==> src/pointer_stroke_drag_classifier_macros.svh <==
// Assertion macros shared by the pointer stroke and drag classifier.
`ifndef POINTER_STROKE_DRAG_CLASSIFIER_MACROS_SVH
`define POINTER_STROKE_DRAG_CLASSIFIER_MACROS_SVH
`ifndef NO_ASSERTIONS
`define PSDC_ASSERT_IMP(name, clk, rst_n, ante, cons, msg) \
	name: assert property (@(posedge clk) disable iff (!rst_n) (ante) |-> (cons)) \
		else $error(msg);
`define PSDC_ASSERT_NXT(name, clk, rst_n, ante, cons, msg) \
	name: assert property (@(posedge clk) disable iff (!rst_n) (ante) |=> (cons)) \
		else $error(msg);
`else
`define PSDC_ASSERT_IMP(name, clk, rst_n, ante, cons, msg)
`define PSDC_ASSERT_NXT(name, clk, rst_n, ante, cons, msg)
`endif
`endif

==> src/psdc_pkg.sv <==
// Types, constants and helpers of the pointer stroke and drag classifier.
package psdc_pkg;

	localparam int COORD_W         = 16;
	localparam int TIME_W          = 32;
	localparam int SPEED_W         = 24;
	localparam int SPEED_FRAC_BITS = 4;
	localparam int BUDGET_W        = 16;
	localparam int RMIN_W          = 12;
	localparam int TAU_W           = 16;
	localparam int CFG_IDX_W       = 2;
	localparam int CFG_DATA_W      = 16;

	localparam logic [BUDGET_W-1:0] BUDGET_RESET = BUDGET_W'(16);
	localparam logic [RMIN_W-1:0]   RMIN_RESET   = RMIN_W'(12);
	localparam logic [TAU_W-1:0]    TAU_RESET    = TAU_W'(100);

	// Coordinate differences and the square root that measures distance.
	localparam int DIFF_W     = COORD_W + 1;
	localparam int SQ_W       = 2 * DIFF_W;
	localparam int SQ_SUM_W   = SQ_W + 1;
	localparam int SQ_RAD_RAW = SQ_SUM_W + 2 * SPEED_FRAC_BITS;
	localparam int SQ_RAD_W   = 2 * ((SQ_RAD_RAW + 1) / 2);
	localparam int SQ_STEPS   = SQ_RAD_W / 2;
	localparam int DIST_W     = SQ_STEPS;
	localparam int SREM_W     = SQ_STEPS + 2;

	// Instant speed: distance times 1000 over the time step.
	localparam int MS_PER_S = 1000;
	localparam int MS_W     = 10;
	localparam int DIVD_W   = DIST_W + MS_W;
	localparam int DIV_W    = TIME_W;
	localparam int DIV_CNT_W = $clog2(DIVD_W + 1);

	// Decay polynomial in Q32.
	localparam int Q32_BITS     = 32;
	localparam int LIMIT_SHIFT  = 4;
	localparam int X_SHIFT      = 16;
	localparam int X_W          = X_SHIFT + LIMIT_SHIFT;
	localparam int Y_SHIFT      = 8;
	localparam int Y_W          = X_W + Y_SHIFT;
	localparam int Y2_W         = 2 * Y_W - Q32_BITS;
	localparam int Y3_W         = Y2_W + Y_W - Q32_BITS;
	localparam int RECIP6_W     = 22;
	localparam int RECIP6_SHIFT = 24;
	localparam logic [RECIP6_W-1:0] RECIP6 = RECIP6_W'(2796203);
	localparam int Q6_W         = Y3_W + RECIP6_W - RECIP6_SHIFT;
	localparam int SQUARINGS    = 8;
	localparam logic [Q32_BITS:0]   ONE_Q32  = {1'b1, {Q32_BITS{1'b0}}};
	localparam logic [Q32_BITS-1:0] HALF_Q32 = {1'b1, {(Q32_BITS-1){1'b0}}};

	localparam int CNT_W = $clog2(SQ_STEPS + 1);

	typedef enum logic [1:0] {
		MODE_PRESS,
		MODE_MOVE,
		MODE_RELEASE,
		MODE_CANCEL
	} mode_t;

	typedef enum logic [1:0] {
		PH_IDLE,
		PH_UNDECIDED,
		PH_STROKING,
		PH_DRAGGING
	} phase_t;

	typedef enum logic [1:0] {
		DIR_NONE,
		DIR_UP,
		DIR_DOWN
	} dir_t;

	typedef enum logic [CFG_IDX_W-1:0] {
		CFG_BUDGET,
		CFG_REV_MIN,
		CFG_TAU
	} cfg_idx_t;

	typedef enum logic [4:0] {
		ST_IDLE,
		ST_SQR_MUL,
		ST_SQR_INIT,
		ST_SQRT,
		ST_DIVI_GO,
		ST_DIVI_WAIT,
		ST_DECAY_CHK,
		ST_DIVX_GO,
		ST_DIVX_WAIT,
		ST_POLY1,
		ST_POLY2,
		ST_POLY3,
		ST_POLY4,
		ST_SQUARE,
		ST_BLEND1,
		ST_BLEND2,
		ST_BLEND3,
		ST_FINISH
	} state_t;

	typedef struct packed {
		logic capture;
		logic sq_mul;
		logic sq_init;
		logic sq_step;
		logic divi_start;
		logic inst_take;
		logic divx_start;
		logic x_take;
		logic d_zero;
		logic poly1;
		logic poly2;
		logic poly3;
		logic poly4;
		logic p_square;
		logic blend1;
		logic blend2;
		logic blend3;
		logic out_load;
	} psdc_cmd_t;

	typedef struct packed {
		logic run_speed;
		logic d_skip;
		logic div_done;
	} psdc_status_t;

	function automatic logic [DIFF_W-1:0] abs_diff(input logic signed [COORD_W-1:0] a,
			input logic signed [COORD_W-1:0] b);
		logic signed [DIFF_W-1:0] d;
		d = DIFF_W'(a) - DIFF_W'(b);
		return d[DIFF_W-1] ? DIFF_W'(-d) : DIFF_W'(d);
	endfunction

endpackage

==> src/psdc_ctrl.sv <==
// Sequencer of the classifier: steps the datapath through one item.
module psdc_ctrl
	import psdc_pkg::*;
(
	input  logic         clk,
	input  logic         arst_n,
	input  logic         s_tvalid,
	output logic         s_tready,
	output logic         m_tvalid,
	input  logic         m_tready,
	input  psdc_status_t st,
	output psdc_cmd_t    cmd
);

	state_t           state_q;
	state_t           state_d;
	logic [CNT_W-1:0] cnt_q;
	logic             m_tvalid_q;
	logic             out_free;

	assign out_free = !m_tvalid_q || m_tready;

	always_comb begin
		state_d = state_q;
		case (state_q)
			ST_IDLE: begin
				if (s_tvalid) begin
					state_d = st.run_speed ? ST_SQR_MUL : ST_FINISH;
				end
			end
			ST_SQR_MUL:  state_d = ST_SQR_INIT;
			ST_SQR_INIT: state_d = ST_SQRT;
			ST_SQRT: begin
				if (cnt_q == CNT_W'(SQ_STEPS - 1)) begin
					state_d = ST_DIVI_GO;
				end
			end
			ST_DIVI_GO: state_d = ST_DIVI_WAIT;
			ST_DIVI_WAIT: begin
				if (st.div_done) begin
					state_d = ST_DECAY_CHK;
				end
			end
			ST_DECAY_CHK: state_d = st.d_skip ? ST_BLEND1 : ST_DIVX_GO;
			ST_DIVX_GO:   state_d = ST_DIVX_WAIT;
			ST_DIVX_WAIT: begin
				if (st.div_done) begin
					state_d = ST_POLY1;
				end
			end
			ST_POLY1: state_d = ST_POLY2;
			ST_POLY2: state_d = ST_POLY3;
			ST_POLY3: state_d = ST_POLY4;
			ST_POLY4: state_d = ST_SQUARE;
			ST_SQUARE: begin
				if (cnt_q == CNT_W'(SQUARINGS - 1)) begin
					state_d = ST_BLEND1;
				end
			end
			ST_BLEND1: state_d = ST_BLEND2;
			ST_BLEND2: state_d = ST_BLEND3;
			ST_BLEND3: state_d = ST_FINISH;
			ST_FINISH: begin
				if (out_free) begin
					state_d = ST_IDLE;
				end
			end
			default: state_d = ST_IDLE;
		endcase
	end

	always_comb begin
		cmd      = '0;
		s_tready = 1'b0;
		case (state_q)
			ST_IDLE: begin
				s_tready    = 1'b1;
				cmd.capture = s_tvalid;
			end
			ST_SQR_MUL:   cmd.sq_mul     = 1'b1;
			ST_SQR_INIT:  cmd.sq_init    = 1'b1;
			ST_SQRT:      cmd.sq_step    = 1'b1;
			ST_DIVI_GO:   cmd.divi_start = 1'b1;
			ST_DIVI_WAIT: cmd.inst_take  = st.div_done;
			ST_DECAY_CHK: cmd.d_zero     = st.d_skip;
			ST_DIVX_GO:   cmd.divx_start = 1'b1;
			ST_DIVX_WAIT: cmd.x_take     = st.div_done;
			ST_POLY1:     cmd.poly1      = 1'b1;
			ST_POLY2:     cmd.poly2      = 1'b1;
			ST_POLY3:     cmd.poly3      = 1'b1;
			ST_POLY4:     cmd.poly4      = 1'b1;
			ST_SQUARE:    cmd.p_square   = 1'b1;
			ST_BLEND1:    cmd.blend1     = 1'b1;
			ST_BLEND2:    cmd.blend2     = 1'b1;
			ST_BLEND3:    cmd.blend3     = 1'b1;
			ST_FINISH:    cmd.out_load   = out_free;
			default:      cmd            = '0;
		endcase
	end

	always_ff @(posedge clk or negedge arst_n) begin
		if (!arst_n) begin
			state_q    <= ST_IDLE;
			cnt_q      <= '0;
			m_tvalid_q <= 1'b0;
		end else begin
			state_q <= state_d;
			if (state_q == ST_SQR_INIT || state_q == ST_POLY4) begin
				cnt_q <= '0;
			end else if (state_q == ST_SQRT || state_q == ST_SQUARE) begin
				cnt_q <= cnt_q + 1'b1;
			end
			if (cmd.out_load) begin
				m_tvalid_q <= 1'b1;
			end else if (m_tready) begin
				m_tvalid_q <= 1'b0;
			end
		end
	end

	assign m_tvalid = m_tvalid_q;

endmodule

==> config.mk <==
export PLATFORM = sky130hd
export DESIGN_NAME = psdc_ctrl
export DESIGN_NICKNAME = d
export VERILOG_FILES = /design/src/pointer_stroke_drag_classifier_macros.svh /design/src/psdc_pkg.sv /design/src/psdc_ctrl.sv
export SDC_FILE = /design/constraint.sdc
export NUM_CORES = 1
export LEC_CHECK = 0
export BUFFER_PORTS_ARGS = -buffer_cell sky130_fd_sc_hd__buf_2
export CORE_AREA = 2 2 58 46
export CTS_BUF_LIST = sky130_fd_sc_hd__clkbuf_16
export CTS_CLUSTER_DIAMETER = 100
export DETAILED_ROUTE_END_ITERATION = 16
export DIE_AREA = 0 0 60 48
export SLEW_MARGIN = 30
export SYNTH_ARGS = -nofsm -noshare
export SYNTH_HDL_FRONTEND = slang
export SYNTH_SLANG_ARGS = --single-unit
==> constraint.sdc <==
create_clock -name clk -period 3 [get_ports clk]
set_input_delay 0.6 -clock clk [delete_from_list [all_inputs] [get_ports clk]]
set_output_delay 0.6 -clock clk [all_outputs]
set_load 0.05 [all_outputs]
# ---- After elaboration in Yosys (flattened, before gate mapping)
# Index checks and enable logic that the tools add are counted.
dict set report totals {
  elab_cells 69
  output_inout_bits 20
  regBits 11
}
dict set report classes {
  reduce_logical 8
  addsub 1
  eq_ne 25
  mux 32
}
# cell count
set op_table {}
lappend op_table {{case mux 5 bit (18 select lines)} 1}
lappend op_table {{two-way mux 5 bit} 9}
lappend op_table {{== test 5 x 4 -> 1 bit (second input constant)} 8}
lappend op_table {{== test 5 x 3 -> 1 bit (second input constant)} 5}
lappend op_table {{two-way mux 1 bit} 21}
lappend op_table {{== test 5 bit (second input constant)} 3}
lappend op_table {{!= test 2 bit (second input constant)} 6}
lappend op_table {{== test 5 x 2 -> 1 bit (second input constant)} 2}
lappend op_table {{AND reduction 6 bit} 1}
lappend op_table {{adder 5 x 1 -> 5 bit (second input constant)} 1}
lappend op_table {{== test 5 x 1 -> 1 bit (second input constant)} 1}
lappend op_table {{zero test 5 bit} 1}
lappend op_table {{two-way mux 4 bit} 1}
lappend op_table {{nonzero test 2 bit} 2}
lappend op_table {{logical OR 1 bit} 3}
lappend op_table {{zero test 1 bit} 1}

# ---- Longest topological paths before layout
# Gate-level depths: netlist of the first run.
dict set report logic_depth {
  word_depth 4
  mapped_depth 7
  depth_no_buf 6
}

# ---- Worst setup path before layout of the first run
# OpenSTA, ideal clock, no wires.
dict set report synth_timing {
  kind {register to output}
  start {register state_q[1]}
  end {output cmd[17] in the netlist's numbering}
  path_buffers 1
  setup_slack_ns 0.081
  stages_incl_launch_ff 4
  t_arrival_ns 2.319
  cell_sequence {dfrtp_1 -> buf_4 -> or3_4 -> nor4_1}
}
# element line_no
set synth_rtl {}
lappend synth_rtl {{from (decl)} psdc_ctrl.sv:15} ;# state_t state_q;
lappend synth_rtl {{from (signal assigned)} psdc_ctrl.sv:107} ;# state_q <= state_d;
lappend synth_rtl {{to (decl)} psdc_ctrl.sv:12} ;# output psdc_cmd_t cmd

==> impl_metrics.prom, run 1 <==
# TYPE chip_impl_metric gauge
chip_impl_info{name="clockRootBuffer",value="sky130_fd_sc_hd__clkbuf_16"} 1
chip_impl_metric{name="mappedNetlistNets",unit=""} 115
chip_impl_metric{name="timing.critical_path.required",unit="ps"} 2400
chip_impl_metric{name="ys_async_sr_fraction",unit="%"} 100
chip_impl_metric{name="holdWs",unit="ps"} 225
chip_impl_metric{name="ys_warn_count",unit=""} 0
chip_impl_metric{name="drt-pass1-iter-count",unit=""} 4
chip_impl_metric{name="timing.final.hold_violations",unit=""} 0
chip_impl_metric{name="hpwlAfterDp",unit="um"} 1580
chip_impl_metric{name="crit_share_post_route",unit="%"} 87.8
chip_impl_metric{name="postCtsResizedCells",unit=""} 0
chip_impl_metric{name="die_w",unit="um"} 60
chip_impl_info{name="run_status",value="finished, final reports clean"} 1
chip_impl_metric{name="totalNegativeSetupSlack",unit="ps"} 0
chip_impl_metric{name="cap_viol_max_count",unit=""} 0
chip_impl_metric{name="start_util",unit="%"} 38.6
chip_impl_metric{name="critical_path_peak_fanout",unit=""} 17
chip_impl_info{name="cts_tree",value="built"} 1
chip_impl_metric{name="clock.fmax",unit="GHz"} 0.380
chip_impl_info{name="worst_hold_path_type",value="in2async"} 1
chip_impl_metric{name="drive_above_1_share",unit="%"} 27.9
chip_impl_metric{name="grtUsageTotal",unit="%"} 16.2
chip_impl_metric{name="vias_per_cell",unit=""} 5.31
chip_impl_metric{name="met2WireLength",unit="um"} 1010
chip_impl_metric{name="met3_wirelength",unit="um"} 119
chip_impl_metric{name="post-cts-setup-buffers",unit=""} 0
chip_impl_metric{name="worst-slew-pin-transition",unit="ps"} 534
chip_impl_metric{name="layout.area.seq",unit="sq um"} 275
chip_impl_metric{name="wl_per_cell",unit="um"} 13.3
chip_impl_metric{name="leakage",unit="nW"} 0.511
chip_impl_metric{name="power.total",unit="mW"} 1.32
chip_impl_metric{name="postSynthRegisterBits",unit=""} 11
chip_impl_metric{name="antennaDiodeCount",unit=""} 0
chip_impl_metric{name="clock_sink_count",unit=""} 11
chip_impl_metric{name="globalRoute.totalOverflow",unit=""} 0
chip_impl_metric{name="clock_tree.htree_level_count",unit=""} 1
chip_impl_info{name="cell_type_group_with_the_largest_total_delay_on_the_critical_path",value="simple AND/OR/NAND/NOR gates"} 1
chip_impl_metric{name="row_count",unit=""} 15
chip_impl_metric{name="die_y",unit="um"} 48
chip_impl_metric{name="max_stage_delay",unit="ps"} 540
chip_impl_metric{name="post_synth_inst_count",unit=""} 106
chip_impl_info{name="synthTopCellsByArea",value="sky130_fd_sc_hd__dfrtp_1 31%, sky130_fd_sc_hd__nor2_1 7.3%, sky130_fd_sc_hd__nor3_1 5.7%"} 1
chip_impl_metric{name="worst_ir_drop_vdd",unit="V"} 0.000530
chip_impl_metric{name="num-nets-final",unit=""} 139
chip_impl_info{name="synth.top_cells.by_count",value="17 x sky130_fd_sc_hd__nor2_1, 11 x sky130_fd_sc_hd__dfrtp_1, 10 x sky130_fd_sc_hd__nor3_1"} 1
chip_impl_metric{name="detailroute.via_count",unit=""} 866
chip_impl_metric{name="num-fill-cells",unit=""} 230
chip_impl_info{name="routed.top_layer",value="met4"} 1
chip_impl_metric{name="clkSlewWorstSetupHoldPaths",unit="ps"} 40
chip_impl_info{name="grt_setup_unrepaired",value="false"} 1
chip_impl_metric{name="post_route_ant_nets",unit=""} 0
chip_impl_metric{name="final-max-slew-violation-count",unit=""} 0
chip_impl_metric{name="maximum_number_of_pins_on_one_net_before_global_route_repair",unit=""} 18
chip_impl_info{name="synthFlopType",value="sky130_fd_sc_hd__dfrtp_1"} 1
chip_impl_metric{name="netlist.area_leader.share",unit="%"} 31.4
chip_impl_info{name="synth_area_leader_cell",value="sky130_fd_sc_hd__dfrtp_1"} 1
chip_impl_metric{name="multi_input_area",unit="sq um"} 539
chip_impl_metric{name="synth_sequential_area_ratio",unit="%"} 31.4
chip_impl_metric{name="numCtsBuffers",unit=""} 3
chip_impl_metric{name="synth.distinct_cells",unit=""} 37
chip_impl_metric{name="met1Wirelength",unit="um"} 1010
chip_impl_metric{name="critical_path.n_buffers_inverters",unit=""} 1
chip_impl_metric{name="synth_edf_count",unit=""} 0
chip_impl_metric{name="drc",unit=""} 0
chip_impl_metric{name="cts_max_path_buffers",unit=""} 2
chip_impl_metric{name="total_wirelength",unit="um"} 2160
chip_impl_metric{name="worst_clock_skew",unit="ps"} 1.21
chip_impl_metric{name="place_ws",unit="ps"} 641
chip_impl_info{name="crit_chain",value="nand2b_1 > or3_1 > nor2b_1 > buf_2"} 1
chip_impl_metric{name="critical_path_arrival",unit="ps"} 2030
chip_impl_metric{name="design.die.area",unit="sq um"} 2880
chip_impl_metric{name="power_density",unit="nW/um^2"} 1210
chip_impl_metric{name="io_pins",unit=""} 27
chip_impl_metric{name="synthToLayoutAreaGrowth",unit="%"} 24.1
chip_impl_metric{name="final.setup.worst_slack",unit="ps"} 367
chip_impl_info{name="critPathSlowestCell",value="sky130_fd_sc_hd__dfrtp_1"} 1
chip_impl_metric{name="drt_iter0_markers",unit=""} 41
chip_impl_info{name="worst_setup_path_end_kind",value="primary output"} 1
chip_impl_info{name="timing_worst_setup_path_type",value="reg2out"} 1
chip_impl_metric{name="antenna_found_initial",unit=""} 0
chip_impl_metric{name="postSynthAreaPerCell",unit="sq um"} 8.27
chip_impl_info{name="cp-start-kind",value="register"} 1
chip_impl_metric{name="grt_pass1_wl",unit="um"} 3370
chip_impl_metric{name="worst_slew_margin_rel",unit="%"} 64.1
chip_impl_metric{name="cts-hold-fix-buffers",unit=""} 0
chip_impl_metric{name="port_buffers",unit=""} 26
chip_impl_metric{name="period_minus_slack",unit="ps"} 2630
chip_impl_metric{name="fp.coreArea",unit="sq um"} 2270
chip_impl_info{name="post-synth-top-count-cell",value="sky130_fd_sc_hd__nor2_1"} 1
chip_impl_metric{name="first_global_vias",unit=""} 752
chip_impl_metric{name="insertion_delay",unit="ps"} 230
chip_impl_metric{name="place.gp.congestion",unit=""} 0.830
chip_impl_metric{name="finalSetupViolCount",unit=""} 0
chip_impl_metric{name="syn_area",unit="sq um"} 877
==> power by group <==
part	internal (mW)	switching (mW)	total [mW]
logic	0.244	0.512	0.756
clock network	0.175	0.0617	0.236
registers	0.203	0.127	0.330
total	0.621	0.701	1.32
==> final timing paths <==
kind | slack, ps | depth (start not counted) | startpoint | endpoint
worst min-delay path | 230 | 1 | arst_n | state_q[4]
worst max-delay path | 370 | 4 | state_q[2] | cmd[0]
min in group clk | 540 | 2 | m_tvalid | m_tvalid
max in group asynchronous | 2570 | 1 | arst_n | state_q[2]
worst min register to register | 540 | 2 | m_tvalid | m_tvalid
worst max register to register | 1070 | 5 | state_q[2] | state_q[2]
==> worst reg2reg max path, cell delays in order, from the launching register on <==
cell                       delay (ps)
sky130_fd_sc_hd__dfrtp_1          620
sky130_fd_sc_hd__nand2b_1         410
sky130_fd_sc_hd__nor4_1           130
sky130_fd_sc_hd__a211oi_2         360
sky130_fd_sc_hd__nand4b_1         150
sky130_fd_sc_hd__a21oi_1          180
==> metrics by stage <==
step	area [sq um]	utilization [%]	cells
floorplan	877	-	106
global placement	1010	44.5	159
detailed placement	1010	44.5	159
CTS	1090	47.9	163
global route	1090	47.9	163
finish	1090	47.9	163
==> state kept, by name (all words and copies together), names as in the netlist <==
register	count
cnt_q	5
m_tvalid	1
state_q	5
==> cells in the final DEF, fill, tap and decap left out, types with 2 or more instances in the layout <==
master,n
sky130_fd_sc_hd__ha_1,2
sky130_fd_sc_hd__o21ai_0,2
sky130_fd_sc_hd__clkbuf_16,3
sky130_fd_sc_hd__nand2_1,7
sky130_fd_sc_hd__nor2b_1,2
sky130_fd_sc_hd__nor2_1,17
sky130_fd_sc_hd__nor4_1,3
sky130_fd_sc_hd__a31oi_1,2
sky130_fd_sc_hd__nand4b_1,2
sky130_fd_sc_hd__buf_2,26
sky130_fd_sc_hd__xnor2_1,2
sky130_fd_sc_hd__a21oi_1,3
sky130_fd_sc_hd__dfrtp_1,11
sky130_fd_sc_hd__xor2_1,3
sky130_fd_sc_hd__nor3_1,10
sky130_fd_sc_hd__nand2b_1,6
sky130_fd_sc_hd__nand4_1,2
sky130_fd_sc_hd__or3b_1,2
sky130_fd_sc_hd__inv_1,5
sky130_fd_sc_hd__nand3b_1,3
==> cell type report <==
type | count | share of cell area, %
Multi-Input combinational cell | 83 | 49.5
Sequential cell | 11 | 25.3
Timing Repair Buffer | 27 | 12.6
Clock buffer | 3 | 6.90
Tap cell | 34 | 3.91
Inverter | 4 | 1.38
Clock inverter | 1 | 0.345
==> kinds of logic after synthesis <==
group	count (synthesis)	share of synthesized area, %
AO/OA/AOI/OAI	16	16.8
XOR/XNOR	5	4.99
AND/OR/NAND/NOR	60	36.8
buffers and inverters	12	7.13
adder cells (fa/ha/maj)	2	2.85
flip-flops	11	31.4
==> metal layers <==
metal	GRT usage, %	vias up
li1	-	419
met5	0	-
met3	6.49	4
met2	25.4	26
met1	20.5	417
met4	5.33	0
Note: power is estimated with default switching activity, not from simulation.
==> inputs of run 2 (changes only) <==
CORE_AREA = 2 2 50 52   (was 2 2 58 46)
DIE_AREA = 0 0 52 54   (was 0 0 60 48)
==> run 2 against run 1 <==
Net effect:
- clock skew barely moved
- non-clock buffer count did not move
- maximum frequency rose by 1.8%
- count of clock-buffer cells in the layout did not move
- via count fell by 4.5%
- critical endpoint unchanged
==> impl_metrics.prom, run 2 (synthesis gave the netlist of run 1 again) <==
# TYPE chip_impl_metric gauge
chip_impl_metric{name="design.die.area",unit="sq um"} 2810
chip_impl_metric{name="final.setup.worst_slack",unit="ps"} 413
chip_impl_metric{name="antennaDiodeCount",unit=""} 0
chip_impl_info{name="run_status",value="finished, final reports clean"} 1
chip_impl_metric{name="postCtsResizedCells",unit=""} 0
chip_impl_metric{name="maximum_number_of_pins_on_one_net_before_global_route_repair",unit=""} 18
chip_impl_metric{name="synthToLayoutAreaGrowth",unit="%"} 23.5
chip_impl_metric{name="clock.fmax",unit="GHz"} 0.387
chip_impl_metric{name="insertion_delay",unit="ps"} 240
chip_impl_metric{name="place.gp.congestion",unit=""} 0.853
chip_impl_metric{name="place_ws",unit="ps"} 677
chip_impl_info{name="clockRootBuffer",value="sky130_fd_sc_hd__clkbuf_16"} 1
chip_impl_metric{name="antenna_found_initial",unit=""} 0
chip_impl_metric{name="totalNegativeSetupSlack",unit="ps"} 0
chip_impl_metric{name="row_count",unit=""} 18
chip_impl_metric{name="multi_input_area",unit="sq um"} 539
chip_impl_info{name="final_cell_mix",value="26 x sky130_fd_sc_hd__buf_2, 17 x sky130_fd_sc_hd__nor2_1, 11 x sky130_fd_sc_hd__dfrtp_1, 10 x sky130_fd_sc_hd__nor3_1, 7 x sky130_fd_sc_hd__nand2_1"} 1
chip_impl_info{name="grt_setup_unrepaired",value="false"} 1
chip_impl_metric{name="post-cts-setup-buffers",unit=""} 0
chip_impl_metric{name="period_minus_slack",unit="ps"} 2590
chip_impl_metric{name="crit_share_post_route",unit="%"} 86.2
chip_impl_metric{name="worst_clock_skew",unit="ps"} 1.32
chip_impl_metric{name="fp.coreArea",unit="sq um"} 2320
chip_impl_info{name="timing_worst_setup_path_type",value="reg2out"} 1
chip_impl_metric{name="worst-slew-pin-transition",unit="ps"} 570
chip_impl_metric{name="wl_per_cell",unit="um"} 13.1
chip_impl_metric{name="cts_max_path_buffers",unit=""} 2
chip_impl_info{name="cp-start-kind",value="register"} 1
chip_impl_metric{name="critical_path_peak_fanout",unit=""} 17
chip_impl_info{name="mostFrequentLayoutCell",value="sky130_fd_sc_hd__buf_2"} 1
chip_impl_metric{name="num-nets-final",unit=""} 139
chip_impl_metric{name="grtUsageTotal",unit="%"} 15.6
chip_impl_metric{name="drt-pass1-iter-count",unit=""} 4
chip_impl_metric{name="clkSlewWorstSetupHoldPaths",unit="ps"} 40
chip_impl_metric{name="grt_pass1_wl",unit="um"} 3150
chip_impl_metric{name="start_util",unit="%"} 37.8
chip_impl_metric{name="leakage",unit="nW"} 0.511
chip_impl_metric{name="port_buffers",unit=""} 26
chip_impl_metric{name="timing.final.hold_violations",unit=""} 0
chip_impl_metric{name="clock_sink_count",unit=""} 11
chip_impl_metric{name="worst_ir_drop_vdd",unit="V"} 0.000659
chip_impl_metric{name="drt_iter0_markers",unit=""} 37
chip_impl_metric{name="die_w",unit="um"} 52
chip_impl_metric{name="cap_viol_max_count",unit=""} 0
chip_impl_info{name="cts_tree",value="built"} 1
chip_impl_metric{name="first_global_vias",unit=""} 682
chip_impl_info{name="worst_hold_path_type",value="in2async"} 1
chip_impl_metric{name="numCtsBuffers",unit=""} 3
chip_impl_metric{name="critical_path_arrival",unit="ps"} 1990
chip_impl_metric{name="post_route_ant_nets",unit=""} 0
chip_impl_metric{name="timing.critical_path.required",unit="ps"} 2400
chip_impl_metric{name="total_wirelength",unit="um"} 2080
chip_impl_metric{name="final-max-slew-violation-count",unit=""} 0
chip_impl_metric{name="detailroute.via_count",unit=""} 827
chip_impl_metric{name="num-fill-cells",unit=""} 236
chip_impl_metric{name="die_y",unit="um"} 54
chip_impl_metric{name="hpwlAfterDp",unit="um"} 1560
chip_impl_metric{name="clock_tree.htree_level_count",unit=""} 1
chip_impl_info{name="worst_setup_path_end_kind",value="primary output"} 1
chip_impl_metric{name="layout.area.seq",unit="sq um"} 275
chip_impl_metric{name="globalRoute.totalOverflow",unit=""} 0
chip_impl_metric{name="cts-hold-fix-buffers",unit=""} 0
chip_impl_metric{name="vias_per_cell",unit=""} 5.20
chip_impl_metric{name="io_pins",unit=""} 27
chip_impl_metric{name="drc",unit=""} 0
chip_impl_metric{name="worst_slew_margin_rel",unit="%"} 61.7
chip_impl_metric{name="drive_above_1_share",unit="%"} 27.9
chip_impl_metric{name="power_density",unit="nW/um^2"} 1210
chip_impl_metric{name="finalSetupViolCount",unit=""} 0
==> run 2: cell counts in the layout (fill, tap and decap cells not counted) <==
Identical to the previous run, type by type.
==> run 2: stage by stage <==
| stage | instances | util [%] | hold WS (ps) | cell area [sq um] | power [mW] |
|---|---|---|---|---|---|
| after floorplan | 106 | - | 304 | 877 | 0.947 |
| after global placement | 155 | 43.3 | 480 | 1000 | 1.06 |
| after detailed placement | 155 | 43.3 | 486 | 1000 | 1.07 |
| after CTS | 159 | 46.7 | 234 | 1080 | 1.32 |
| after global routing | 159 | 46.7 | 245 | 1080 | 1.40 |
| final | 159 | 46.7 | 225 | 1080 | 1.31 |
==> run 2: final cells by class <==
type | count | area share (%)
clock buffers | 3 | 6.93
clock inverters | 1 | 0.346
repair buffers | 27 | 12.7
multi-input cells | 83 | 49.8
flip-flops and latches | 11 | 25.4
well taps | 30 | 3.46
inverters | 4 | 1.39
==> run 2: final timing paths <==
| path | cells after the start | startpoint | endpoint | slack [ps] |
|---|---|---|---|---|
| max | 4 | state_q[2] | cmd[0] | 410 |
| min | 1 | arst_n | state_q[4] | 230 |
| max reg2reg | 5 | state_q[3] | state_q[0] | 1030 |
| min reg2reg | 2 | m_tvalid | m_tvalid | 540 |
| max in group asynchronous | 1 | arst_n | state_q[0] | 2570 |
| min in group clk | 2 | m_tvalid | m_tvalid | 540 |
==> run 2: metal layers <==
metal / track usage (%) / share of wire [%] / routed length (um) / vias up
met3: 4.44 / 4.9 / 103 / 0
met1: 19.3 / 44 / 915 / 384
met2: 26.8 / 51 / 1060 / 22
li1: - / - / - / 421
met4: 3.95 / 0 / 0 / 0
met5: 0 / 0 / 0 / -
==> run 2: report_power, final <==
part | switching [mW] | internal (mW) | total (mW) | leakage (nW)
combinational | 0.486 | 0.243 | 0.728 | 0.326
clock | 0.0639 | 0.175 | 0.239 | 0.0423
sequential | 0.140 | 0.202 | 0.343 | 0.142
==> run 2: worst max-delay path: stages (launching register included) <==
cell and delay (ps):
sky130_fd_sc_hd__dfrtp_1 530, sky130_fd_sc_hd__nand2b_1 380, sky130_fd_sc_hd__or3_1 460, sky130_fd_sc_hd__nor2b_1 110, sky130_fd_sc_hd__buf_2 260
